<file path="config.mk">
export PLATFORM = sky130hd
export DESIGN_NAME = tank_drive_mixer_with_link_watchdog
export DESIGN_NICKNAME = d
export VERILOG_FILES = /design/src/hw/rtl/tdm_pkg.sv /design/src/hw/rtl/tank_drive_mixer_with_link_watchdog.sv
export SDC_FILE = /design/constraint.sdc
export NUM_CORES = 1
export LEC_CHECK = 0
export ABC_AREA = 1
export BUFFER_PORTS_ARGS = -buffer_cell sky130_fd_sc_hd__buf_2
export CAP_MARGIN = 15
export CORE_ASPECT_RATIO = 1.1
export CORE_MARGIN = 5
export CORE_UTILIZATION = 56
export CTS_CLUSTER_SIZE = 24
export DETAILED_ROUTE_END_ITERATION = 7
export PLACE_DENSITY = 0.77
export SLEW_MARGIN = 20
export SYNTH_ARGS = -nofsm -noshare
export SYNTH_HDL_FRONTEND = slang
export SYNTH_SLANG_ARGS = --single-unit
</file>
<file path="constraint.sdc">
create_clock -name clk_i -period 10.15 [get_ports clk_i]
set_input_delay 0.5075 -clock clk_i [delete_from_list [all_inputs] [get_ports clk_i]]
set_output_delay 0.5075 -clock clk_i [all_outputs]
set_load 0.03 [all_outputs]
</file>
<file path="src/hw/rtl/tdm_pkg.sv">
// ----------------------------------------------------------------------------
// tdm_pkg
// Shared types and constants for the tank drive mixer with link watchdog.
// ----------------------------------------------------------------------------
`default_nettype none

package tdm_pkg;

  // Input word kinds (tuser low bits)
  typedef enum logic [1:0] {
    MODE_MESSAGE = 2'd0,
    MODE_TICK    = 2'd1,
    MODE_LINKERR = 2'd2,
    MODE_UNUSED  = 2'd3
  } mode_e;

  // Message kind byte
  localparam logic [7:0] KIND_DRIVE   = 8'h01;
  localparam logic [7:0] KIND_BUTTONS = 8'h02;

  // Motor direction codes
  typedef enum logic [1:0] {
    DIR_STOP    = 2'd0,
    DIR_FORWARD = 2'd1,
    DIR_REVERSE = 2'd2,
    DIR_BAD     = 2'd3
  } dir_e;

  // Configuration register indexes
  typedef enum logic [7:0] {
    REG_LINK_TIMEOUT = 8'd0,
    REG_DEAD_BAND    = 8'd1,
    REG_FIRE_ANGLE   = 8'd2,
    REG_REST_ANGLE   = 8'd3
  } reg_idx_e;

  localparam int unsigned CfgIdxW  = 8;
  localparam int unsigned CfgDataW = 8;

  // Register reset values
  localparam logic [7:0] LinkTimeoutRst = 8'd100;
  localparam logic [6:0] DeadBandRst    = 7'd10;
  localparam logic [7:0] FireAngleRst   = 8'd53;
  localparam logic [7:0] RestAngleRst   = 8'd70;

  // Mixing constants
  localparam logic [7:0] AxisCentre = 8'd100;
  localparam logic [6:0] AxisLimit  = 7'd100;
  localparam logic [7:0] SpeedBase  = 8'd60;
  localparam logic [7:0] TickMax    = 8'd255;

  // Port widths
  localparam int unsigned InDataW  = 24;  // 17 bits of fields, padded
  localparam int unsigned InUserW  = 10;
  localparam int unsigned OutDataW = 40;  // 39 bits of fields, padded

  // Packed result payload, last field in the lowest bits
  typedef struct packed {
    logic [0:0]        pad;
    logic              link_up;
    logic [7:0]        servo_angle;
    logic [7:0]        led_level;
    logic signed [8:0] left_level;
    logic [1:0]        left_dir;
    logic signed [8:0] right_level;
    logic [1:0]        right_dir;
  } out_data_t;

endpackage

`default_nettype wire

</file>
<file path="src/hw/rtl/tank_drive_mixer_with_link_watchdog.sv">
// ----------------------------------------------------------------------------
// tank_drive_mixer_with_link_watchdog
// Arcade-style differential drive mixer with trigger servo and link watchdog.
// ----------------------------------------------------------------------------
// Channel   Dir  Handshake                   Payload
// s_axis    in   s_axis_tvalid/tready        tuser: mode, message_kind
//                                            tdata: button_a, axis_forward,
//                                                   axis_turn
// m_axis    out  m_axis_tvalid/tready        tuser: drive_update
//                                            tdata: dirs, levels, led, servo,
//                                                   link_up
// cfg       in   cfg_valid/cfg_ready         cfg_index, cfg_data
//
// One word per cycle sustained while m_axis_tready_i is high. A word is held
// in the input register, is mixed by short logic and lands in the result
// register. The watchdog and trigger state update as the word leaves the
// input register. Ready propagates back from m_axis_tready_i, so a stall
// holds both registers without losing a word. Reset clears all control
// state and reloads the configuration defaults; no clearing pass.
// ----------------------------------------------------------------------------
`default_nettype none

module tank_drive_mixer_with_link_watchdog
  import tdm_pkg::*;
(
  input  wire logic                clk_i,
  input  wire logic                rst_ni,
  // Input words
  input  wire logic                s_axis_tvalid_i,
  output logic                     s_axis_tready_o,
  // [0] button_a, [8:1] axis_forward, [16:9] axis_turn, [23:17] zero
  input  wire logic [InDataW-1:0]  s_axis_tdata_i,
  // [1:0] mode, [9:2] message_kind
  input  wire logic [InUserW-1:0]  s_axis_tuser_i,
  // Result words
  output logic                     m_axis_tvalid_o,
  input  wire logic                m_axis_tready_i,
  // [1:0] right_dir, [10:2] right_level, [12:11] left_dir,
  // [21:13] left_level, [29:22] led_level, [37:30] servo_angle,
  // [38] link_up, [39] zero
  output logic [OutDataW-1:0]      m_axis_tdata_o,
  // [0] drive_update
  output logic                     m_axis_tuser_o,
  // Configuration writes
  input  wire logic                cfg_valid_i,
  output logic                     cfg_ready_o,
  input  wire logic [CfgIdxW-1:0]  cfg_index_i,
  input  wire logic [CfgDataW-1:0] cfg_data_i
);

  // --------------------------------------------------------------------------
  // Configuration registers: always ready, unknown indexes dropped
  // --------------------------------------------------------------------------
  logic [7:0] link_timeout_q;
  logic [6:0] dead_band_q;
  logic [7:0] fire_angle_q;
  logic [7:0] rest_angle_q;

  assign cfg_ready_o = 1'b1;

  always_ff @(posedge clk_i or negedge rst_ni) begin
    if (!rst_ni) begin
      link_timeout_q <= LinkTimeoutRst;
      dead_band_q    <= DeadBandRst;
      fire_angle_q   <= FireAngleRst;
      rest_angle_q   <= RestAngleRst;
    end else if (cfg_valid_i) begin
      unique case (reg_idx_e'(cfg_index_i))
        REG_LINK_TIMEOUT: link_timeout_q <= cfg_data_i;
        REG_DEAD_BAND:    dead_band_q    <= cfg_data_i[6:0];
        REG_FIRE_ANGLE:   fire_angle_q   <= cfg_data_i;
        REG_REST_ANGLE:   rest_angle_q   <= cfg_data_i;
        default: ;
      endcase
    end
  end

  // --------------------------------------------------------------------------
  // Input register
  // --------------------------------------------------------------------------
  logic       in_valid_q;
  mode_e      in_mode_q;
  logic [7:0] in_kind_q;
  logic       in_btn_q;
  logic [7:0] in_fwd_q;
  logic [7:0] in_trn_q;

  logic out_valid_q;
  logic out_free;
  logic advance;
  logic in_accept;

  // Result register can take a word when empty or being drained this cycle
  assign out_free        = !out_valid_q || m_axis_tready_i;
  assign advance         = in_valid_q && out_free;
  assign s_axis_tready_o = !in_valid_q || out_free;
  assign in_accept       = s_axis_tvalid_i && s_axis_tready_o;

  always_ff @(posedge clk_i or negedge rst_ni) begin
    if (!rst_ni) begin
      in_valid_q <= 1'b0;
    end else if (in_accept) begin
      in_valid_q <= 1'b1;
    end else if (advance) begin
      in_valid_q <= 1'b0;
    end
  end

  // Payload, no reset needed
  always_ff @(posedge clk_i) begin
    if (in_accept) begin
      in_mode_q <= mode_e'(s_axis_tuser_i[1:0]);
      in_kind_q <= s_axis_tuser_i[9:2];
      in_btn_q  <= s_axis_tdata_i[0];
      in_fwd_q  <= s_axis_tdata_i[8:1];
      in_trn_q  <= s_axis_tdata_i[16:9];
    end
  end

  // --------------------------------------------------------------------------
  // Mixing: axes as sign plus clamped magnitude
  // --------------------------------------------------------------------------
  logic        v_neg;
  logic [6:0]  v_mag;
  logic        t_left;
  logic        t_nz;
  logic [6:0]  t_mag;
  logic [7:0]  fwd_hi;
  logic [7:0]  trn_hi;
  logic [9:0]  speed_prod;     // |v| * 7, at most 700
  logic [10:0] turn_prod;      // |t| * 13, at most 1300
  logic [23:0] speed_recip;
  logic [23:0] turn_recip;
  logic [7:0]  speed;          // 60 .. 200
  logic [7:0]  turn;           // 0 .. 130
  logic signed [8:0] lvl_full;
  logic signed [8:0] lvl_less;
  logic signed [8:0] lvl_pivot;
  logic        go_fwd;
  logic        go_rev;
  logic        go_pivot;

  always_comb begin
    fwd_hi = in_fwd_q - AxisCentre;
    trn_hi = in_trn_q - AxisCentre;

    // Throttle: above centre positive, clamp at the limit
    v_neg = in_fwd_q < AxisCentre;
    if (v_neg) begin
      v_mag = 7'(AxisCentre - in_fwd_q);
    end else if (fwd_hi > {1'b0, AxisLimit}) begin
      v_mag = AxisLimit;
    end else begin
      v_mag = fwd_hi[6:0];
    end

    // Turn: above centre means left
    t_left = in_trn_q > AxisCentre;
    t_nz   = in_trn_q != AxisCentre;
    if (!t_left) begin
      t_mag = 7'(AxisCentre - in_trn_q);
    end else if (trn_hi > {1'b0, AxisLimit}) begin
      t_mag = AxisLimit;
    end else begin
      t_mag = trn_hi[6:0];
    end
  end

  // |v|*140/100 = |v|*7/5 and |t|*130/100 = |t|*13/10, divide by reciprocal
  // (13108/2^16 for a fifth, 6554/2^16 for a tenth; exact over these ranges)
  assign speed_prod  = {3'b0, v_mag} * 10'd7;
  assign turn_prod   = {4'b0, t_mag} * 11'd13;
  assign speed_recip = {14'b0, speed_prod} * 24'd13108;
  assign turn_recip  = {13'b0, turn_prod} * 24'd6554;
  assign speed       = speed_recip[23:16] + SpeedBase;
  assign turn        = turn_recip[23:16];

  assign lvl_full  = $signed({1'b0, speed});
  assign lvl_less  = $signed({1'b0, speed}) - $signed({1'b0, turn});
  assign lvl_pivot = $signed({1'b0, turn + SpeedBase});

  assign go_fwd   = !v_neg && (v_mag > dead_band_q);
  assign go_rev   = v_neg && (v_mag > dead_band_q);
  assign go_pivot = (v_mag < dead_band_q) && t_nz;

  // --------------------------------------------------------------------------
  // Watchdog, trigger and result selection
  // --------------------------------------------------------------------------
  logic [7:0] ticks_q, ticks_d, ticks_inc;
  logic       fire_armed_q, fire_armed_d;
  logic       link_q, link_d;
  logic [7:0] servo_q, servo_d;
  logic       update;
  out_data_t  res;

  assign ticks_inc = (ticks_q == TickMax) ? ticks_q : ticks_q + 8'd1;

  always_comb begin
    ticks_d      = ticks_q;
    fire_armed_d = fire_armed_q;
    link_d       = link_q;
    servo_d      = servo_q;
    update       = 1'b0;
    res          = '0;

    case (in_mode_q)
      MODE_MESSAGE: begin
        ticks_d = '0;
        if (in_kind_q == KIND_BUTTONS && in_btn_q) begin
          fire_armed_d = 1'b1;
        end
        if (in_kind_q == KIND_DRIVE) begin
          link_d = 1'b1;
          update = 1'b1;
          if (go_fwd || go_rev) begin
            res.right_dir   = go_fwd ? DIR_FORWARD : DIR_REVERSE;
            res.left_dir    = go_fwd ? DIR_FORWARD : DIR_REVERSE;
            res.right_level = t_left ? lvl_full : lvl_less;
            res.left_level  = t_left ? lvl_less : lvl_full;
            res.led_level   = {1'b0, v_mag};
          end else if (go_pivot) begin
            res.right_dir   = t_left ? DIR_FORWARD : DIR_REVERSE;
            res.left_dir    = t_left ? DIR_REVERSE : DIR_FORWARD;
            res.right_level = lvl_pivot;
            res.left_level  = lvl_pivot;
            res.led_level   = turn;
          end
        end
      end
      MODE_TICK: begin
        // Show the fire angle once after arming, else the rest angle
        if (fire_armed_q) begin
          servo_d      = fire_angle_q;
          fire_armed_d = 1'b0;
        end else begin
          servo_d = rest_angle_q;
        end
        ticks_d = ticks_inc;
        if (ticks_inc > link_timeout_q) begin
          link_d = 1'b0;
          update = 1'b1;   // stop
        end
      end
      MODE_LINKERR: begin
        update = 1'b1;     // stop, link flag kept
      end
      default: ;
    endcase

    res.servo_angle = servo_d;
    res.link_up     = link_d;
  end

  always_ff @(posedge clk_i or negedge rst_ni) begin
    if (!rst_ni) begin
      ticks_q      <= '0;
      fire_armed_q <= 1'b0;
      link_q       <= 1'b0;
      servo_q      <= RestAngleRst;
    end else if (advance) begin
      ticks_q      <= ticks_d;
      fire_armed_q <= fire_armed_d;
      link_q       <= link_d;
      servo_q      <= servo_d;
    end
  end

  // --------------------------------------------------------------------------
  // Result register
  // --------------------------------------------------------------------------
  out_data_t out_data_q;
  logic      out_upd_q;

  always_ff @(posedge clk_i or negedge rst_ni) begin
    if (!rst_ni) begin
      out_valid_q <= 1'b0;
    end else if (advance) begin
      out_valid_q <= 1'b1;
    end else if (m_axis_tready_i) begin
      out_valid_q <= 1'b0;
    end
  end

  always_ff @(posedge clk_i) begin
    if (advance) begin
      out_data_q <= res;
      out_upd_q  <= update;
    end
  end

  assign m_axis_tvalid_o = out_valid_q;
  assign m_axis_tdata_o  = out_data_q;
  assign m_axis_tuser_o  = out_upd_q;

endmodule

`default_nettype wire

</file>
==> flow_summary.yaml <==
run_status:
  result_of_the_run: "completed"
synth:
  synth-edff-count: 67
  syn-mean-instance-area_um2: 8.52
  synth_warnings: 0
  synth_cell_type_count: 55
  netlist_instances: 1370
  post_synth_instance_area_mm2: 0.0117
  ys_dominant_reg_cell: "edfxtp_1"
  synth_sequential_area_ratio_pct: 28.3
  ys_ff_latch: 118
  syn-num-nets: 1675
  synthArstFlopShare_pct: 43.2
die:
  placeable_core_region_mm2: 0.0206
  fp.dieArea_mm2: 0.0238
  number_of_ports_placed_on_the_die_boundary: 99
  floorplan.initialDensity_pct: 56.7
  num_rows: 55
  fp.dieH_um: 161
  die_width_um: 148
sta:
  hold_slack_ps: 194
  timing_worst_slew_pin_value_ps: 1080
  post-route-min-period_ps: 9540
  timing.final.hold_violations: 0
  min_period_over_period_pct: 94.0
  fmax_ghz: 0.105
  clock_skew_ps: 14.8
  setup-violations-final: 0
  setup_slack_ps: 610
  timing.max_slew.rel_slack_pct: 28.2
  timing_max_transition_violations_final: 0
worst_setup_path:
  ff2ff_path_depth: 47
  worst-endpoint-required_ps: 10370
  worstSetupStartpoint: "in_trn_q[3]"
  end_kind: "register"
  critical_path.most_common_cell: "inv_1"
  worst-setup-path-type: "register to register"
  critical_path.max_fanout: 5
  regToRegSetupSlack_ps: 610
  slowest_delay_ps: 550
  critical_path_arrival_ps: 9760
  crit_path_top_delay_cell: "fa_1"
  critical_path_start_type: "register"
  timing.rr.start: "in_trn_q[3]"
  crit-reg2reg-capture: "m_axis_tdata_o[8]"
global_routing:
  grt_antenna_before_repair: 0
  vias_in_the_first_global_route: 9725
  gr-usage-all-layers_pct: 23.0
  global_route.overflow_total: 0
  grt_start_max_net_pins: 52
  grt_pass1_wl_um: 44800
clock_network:
  numCtsBuffers: 17
  cts_tree: "built"
  depth_of_the_cts_h_tree: 4
  cts-root-buf: "clkbuf_16"
  tritoncts_num_sinks: 118
  clk_path_buf_depth: 2
  worst_setup_hold_path_clk_slew_ps: 60
  cts_hold_buf: 0
  clk-insertion-delay-late_ps: 420
flow_run:
  drv_cap: 0
placement:
  dp_hpwl_um: 21800
  port_buffers: 89
  gp_routability_congestion: 0.949
  dpl_worst_slack_ps: 90.2
routing:
  detailedRoute.firstIterationViolations: 514
  postRouteWirelength_um: 26400
  drc: 0
  drtAntennaViolNets: 0
  wire_length_per_cell_after_detailed_routing_um: 15.1
  post_drt_via_cell_ratio: 5.32
  detail_route.first_pass.iterations: 6
  vias: 9322
min_path:
  min-delay-path-class: "input pin to asynchronous set/reset pin"
final_layout:
  most_common_library_cell_in_the_layout_ignoring_fill_and_taps: "inv_1"
  layout.cells.most_common_list: "291 x inv_1, 212 x nand2_1, 188 x ha_1"
  largest_reg_flops: 39
  fraction_of_final_layout_cells_sized_beyond_drive_strength_1_pct: 15.5
  nNetsFinal: 1787
  antenna-diode-count: 0
  area.growth.synth_to_final_pct: 12.7
## cells in the mapped netlist, types with 2 or more instances
| master | n | share of area, % |
|---|---|---|
| dfstp_2 | 15 | 3.4 |
| clkinv_1 | 2 | 0.064 |
| edfxtp_1 | 67 | 17 |
| nor2_1 | 73 | 2.3 |
| buf_2 | 2 | 0.086 |
| o21ai_0 | 95 | 4.1 |
| xnor2_1 | 13 | 0.98 |
| nand3_2 | 4 | 0.34 |
| nand2_1 | 212 | 6.8 |
| ha_1 | 188 | 20 |
| nor4_1 | 6 | 0.32 |
| clkbuf_1 | 10 | 0.32 |
| inv_2 | 9 | 0.29 |
| nand3_1 | 41 | 1.8 |
| o22ai_1 | 18 | 0.97 |
| o21ai_1 | 7 | 0.30 |
| nor2_4 | 4 | 0.39 |
| o21a_1 | 6 | 0.39 |
| o21bai_1 | 10 | 0.64 |
| o211ai_1 | 4 | 0.26 |
| clkinv_2 | 2 | 0.086 |
| nor3_1 | 16 | 0.69 |
| o31ai_1 | 3 | 0.19 |
| nand4_1 | 6 | 0.32 |
| inv_4 | 2 | 0.11 |
| conb_1 | 2 | 0.064 |
| buf_4 | 2 | 0.13 |
| xor2_1 | 33 | 2.5 |
| dfrtp_1 | 36 | 7.7 |
| nand2_2 | 23 | 1.2 |
| nor2_2 | 3 | 0.16 |
| a21o_1 | 2 | 0.13 |
| a21oi_1 | 69 | 3.0 |
| nand2_4 | 6 | 0.58 |
| nor3b_1 | 2 | 0.13 |
| or2_2 | 5 | 0.27 |
| fa_1 | 62 | 11 |
| a31oi_1 | 2 | 0.11 |
| inv_1 | 292 | 9.4 |
## cell type report
| type | instances | area (µm²) |
|---|---|---|
| Clock inverter | 12 | 119 |
| Clock buffer | 20 | 458 |
| Tap cell | 256 | 320 |
| Sequential cell | 118 | 3310 |
| Multi-Input combinational cell | 931 | 7210 |
| Inverter | 307 | 1160 |
| Fill cell | 1646 | 7430 |
| Timing Repair Buffer | 107 | 581 |
## worst max-delay path by stage
stage                               endpoint  cells past startpoint  slack (ps)
after floorplan            m_axis_tdata_o[8]                     47         630
after global placement    m_axis_tdata_o[19]                     48         380
after detailed placement  m_axis_tdata_o[19]                     48          90
after CTS                 m_axis_tdata_o[19]                     48          70
after global routing      m_axis_tdata_o[19]                     47         -60
final                      m_axis_tdata_o[8]                     47         610
## worst max-delay path, delay by kind of cell, from the launching register on
family	cells	cell delay, ps
AOI/OAI and AO/OA	10	1380
adders and majority gates	11	4510
DFF	1	380
buffers and inverters	10	770
xor gates and xnor gates	2	240
and+or+nand+nor	14	2060
## metrics by stage
step	instances	setup TNS, ps	area (µm²)	utilization [%]
detailed placement	1717	0	12500	60.7
global route	1751	-203	13200	63.9
CTS	1749	0	13100	63.5
floorplan	1370	0	11700	-
finish	1751	0	13200	63.9
global placement	1717	0	12500	60.7
## cell families after synthesis
group	after synthesis	share of synthesized area, %
xor+xnor	49	3.97
flops	118	28.3
buf+inv	321	10.5
simple gates	408	15.8
compound gates	222	10.5
other cells	2	0.0644
fa+ha+maj	250	30.8
## layer usage
layer | part of all wire (%) | global-route usage [%] | up-vias
met4 | 2.7 | 7.67 | 0
met2 | 51 | 41.2 | 226
met1 | 42 | 28.2 | 4393
li1 | - | - | 4653
met5 | 0 | 0 | -
met3 | 4.6 | 3.79 | 50
## what timing repair did
action,in CTS,in global routing
endpoints found under the setup margin,1,10
buffers inserted,0,2
pin swaps,0,2
resized for setup,1,20
Power is left out: the tool's default activity adds up to more than one toggle a clock period on the data nets, which glitch-free logic cannot reach.
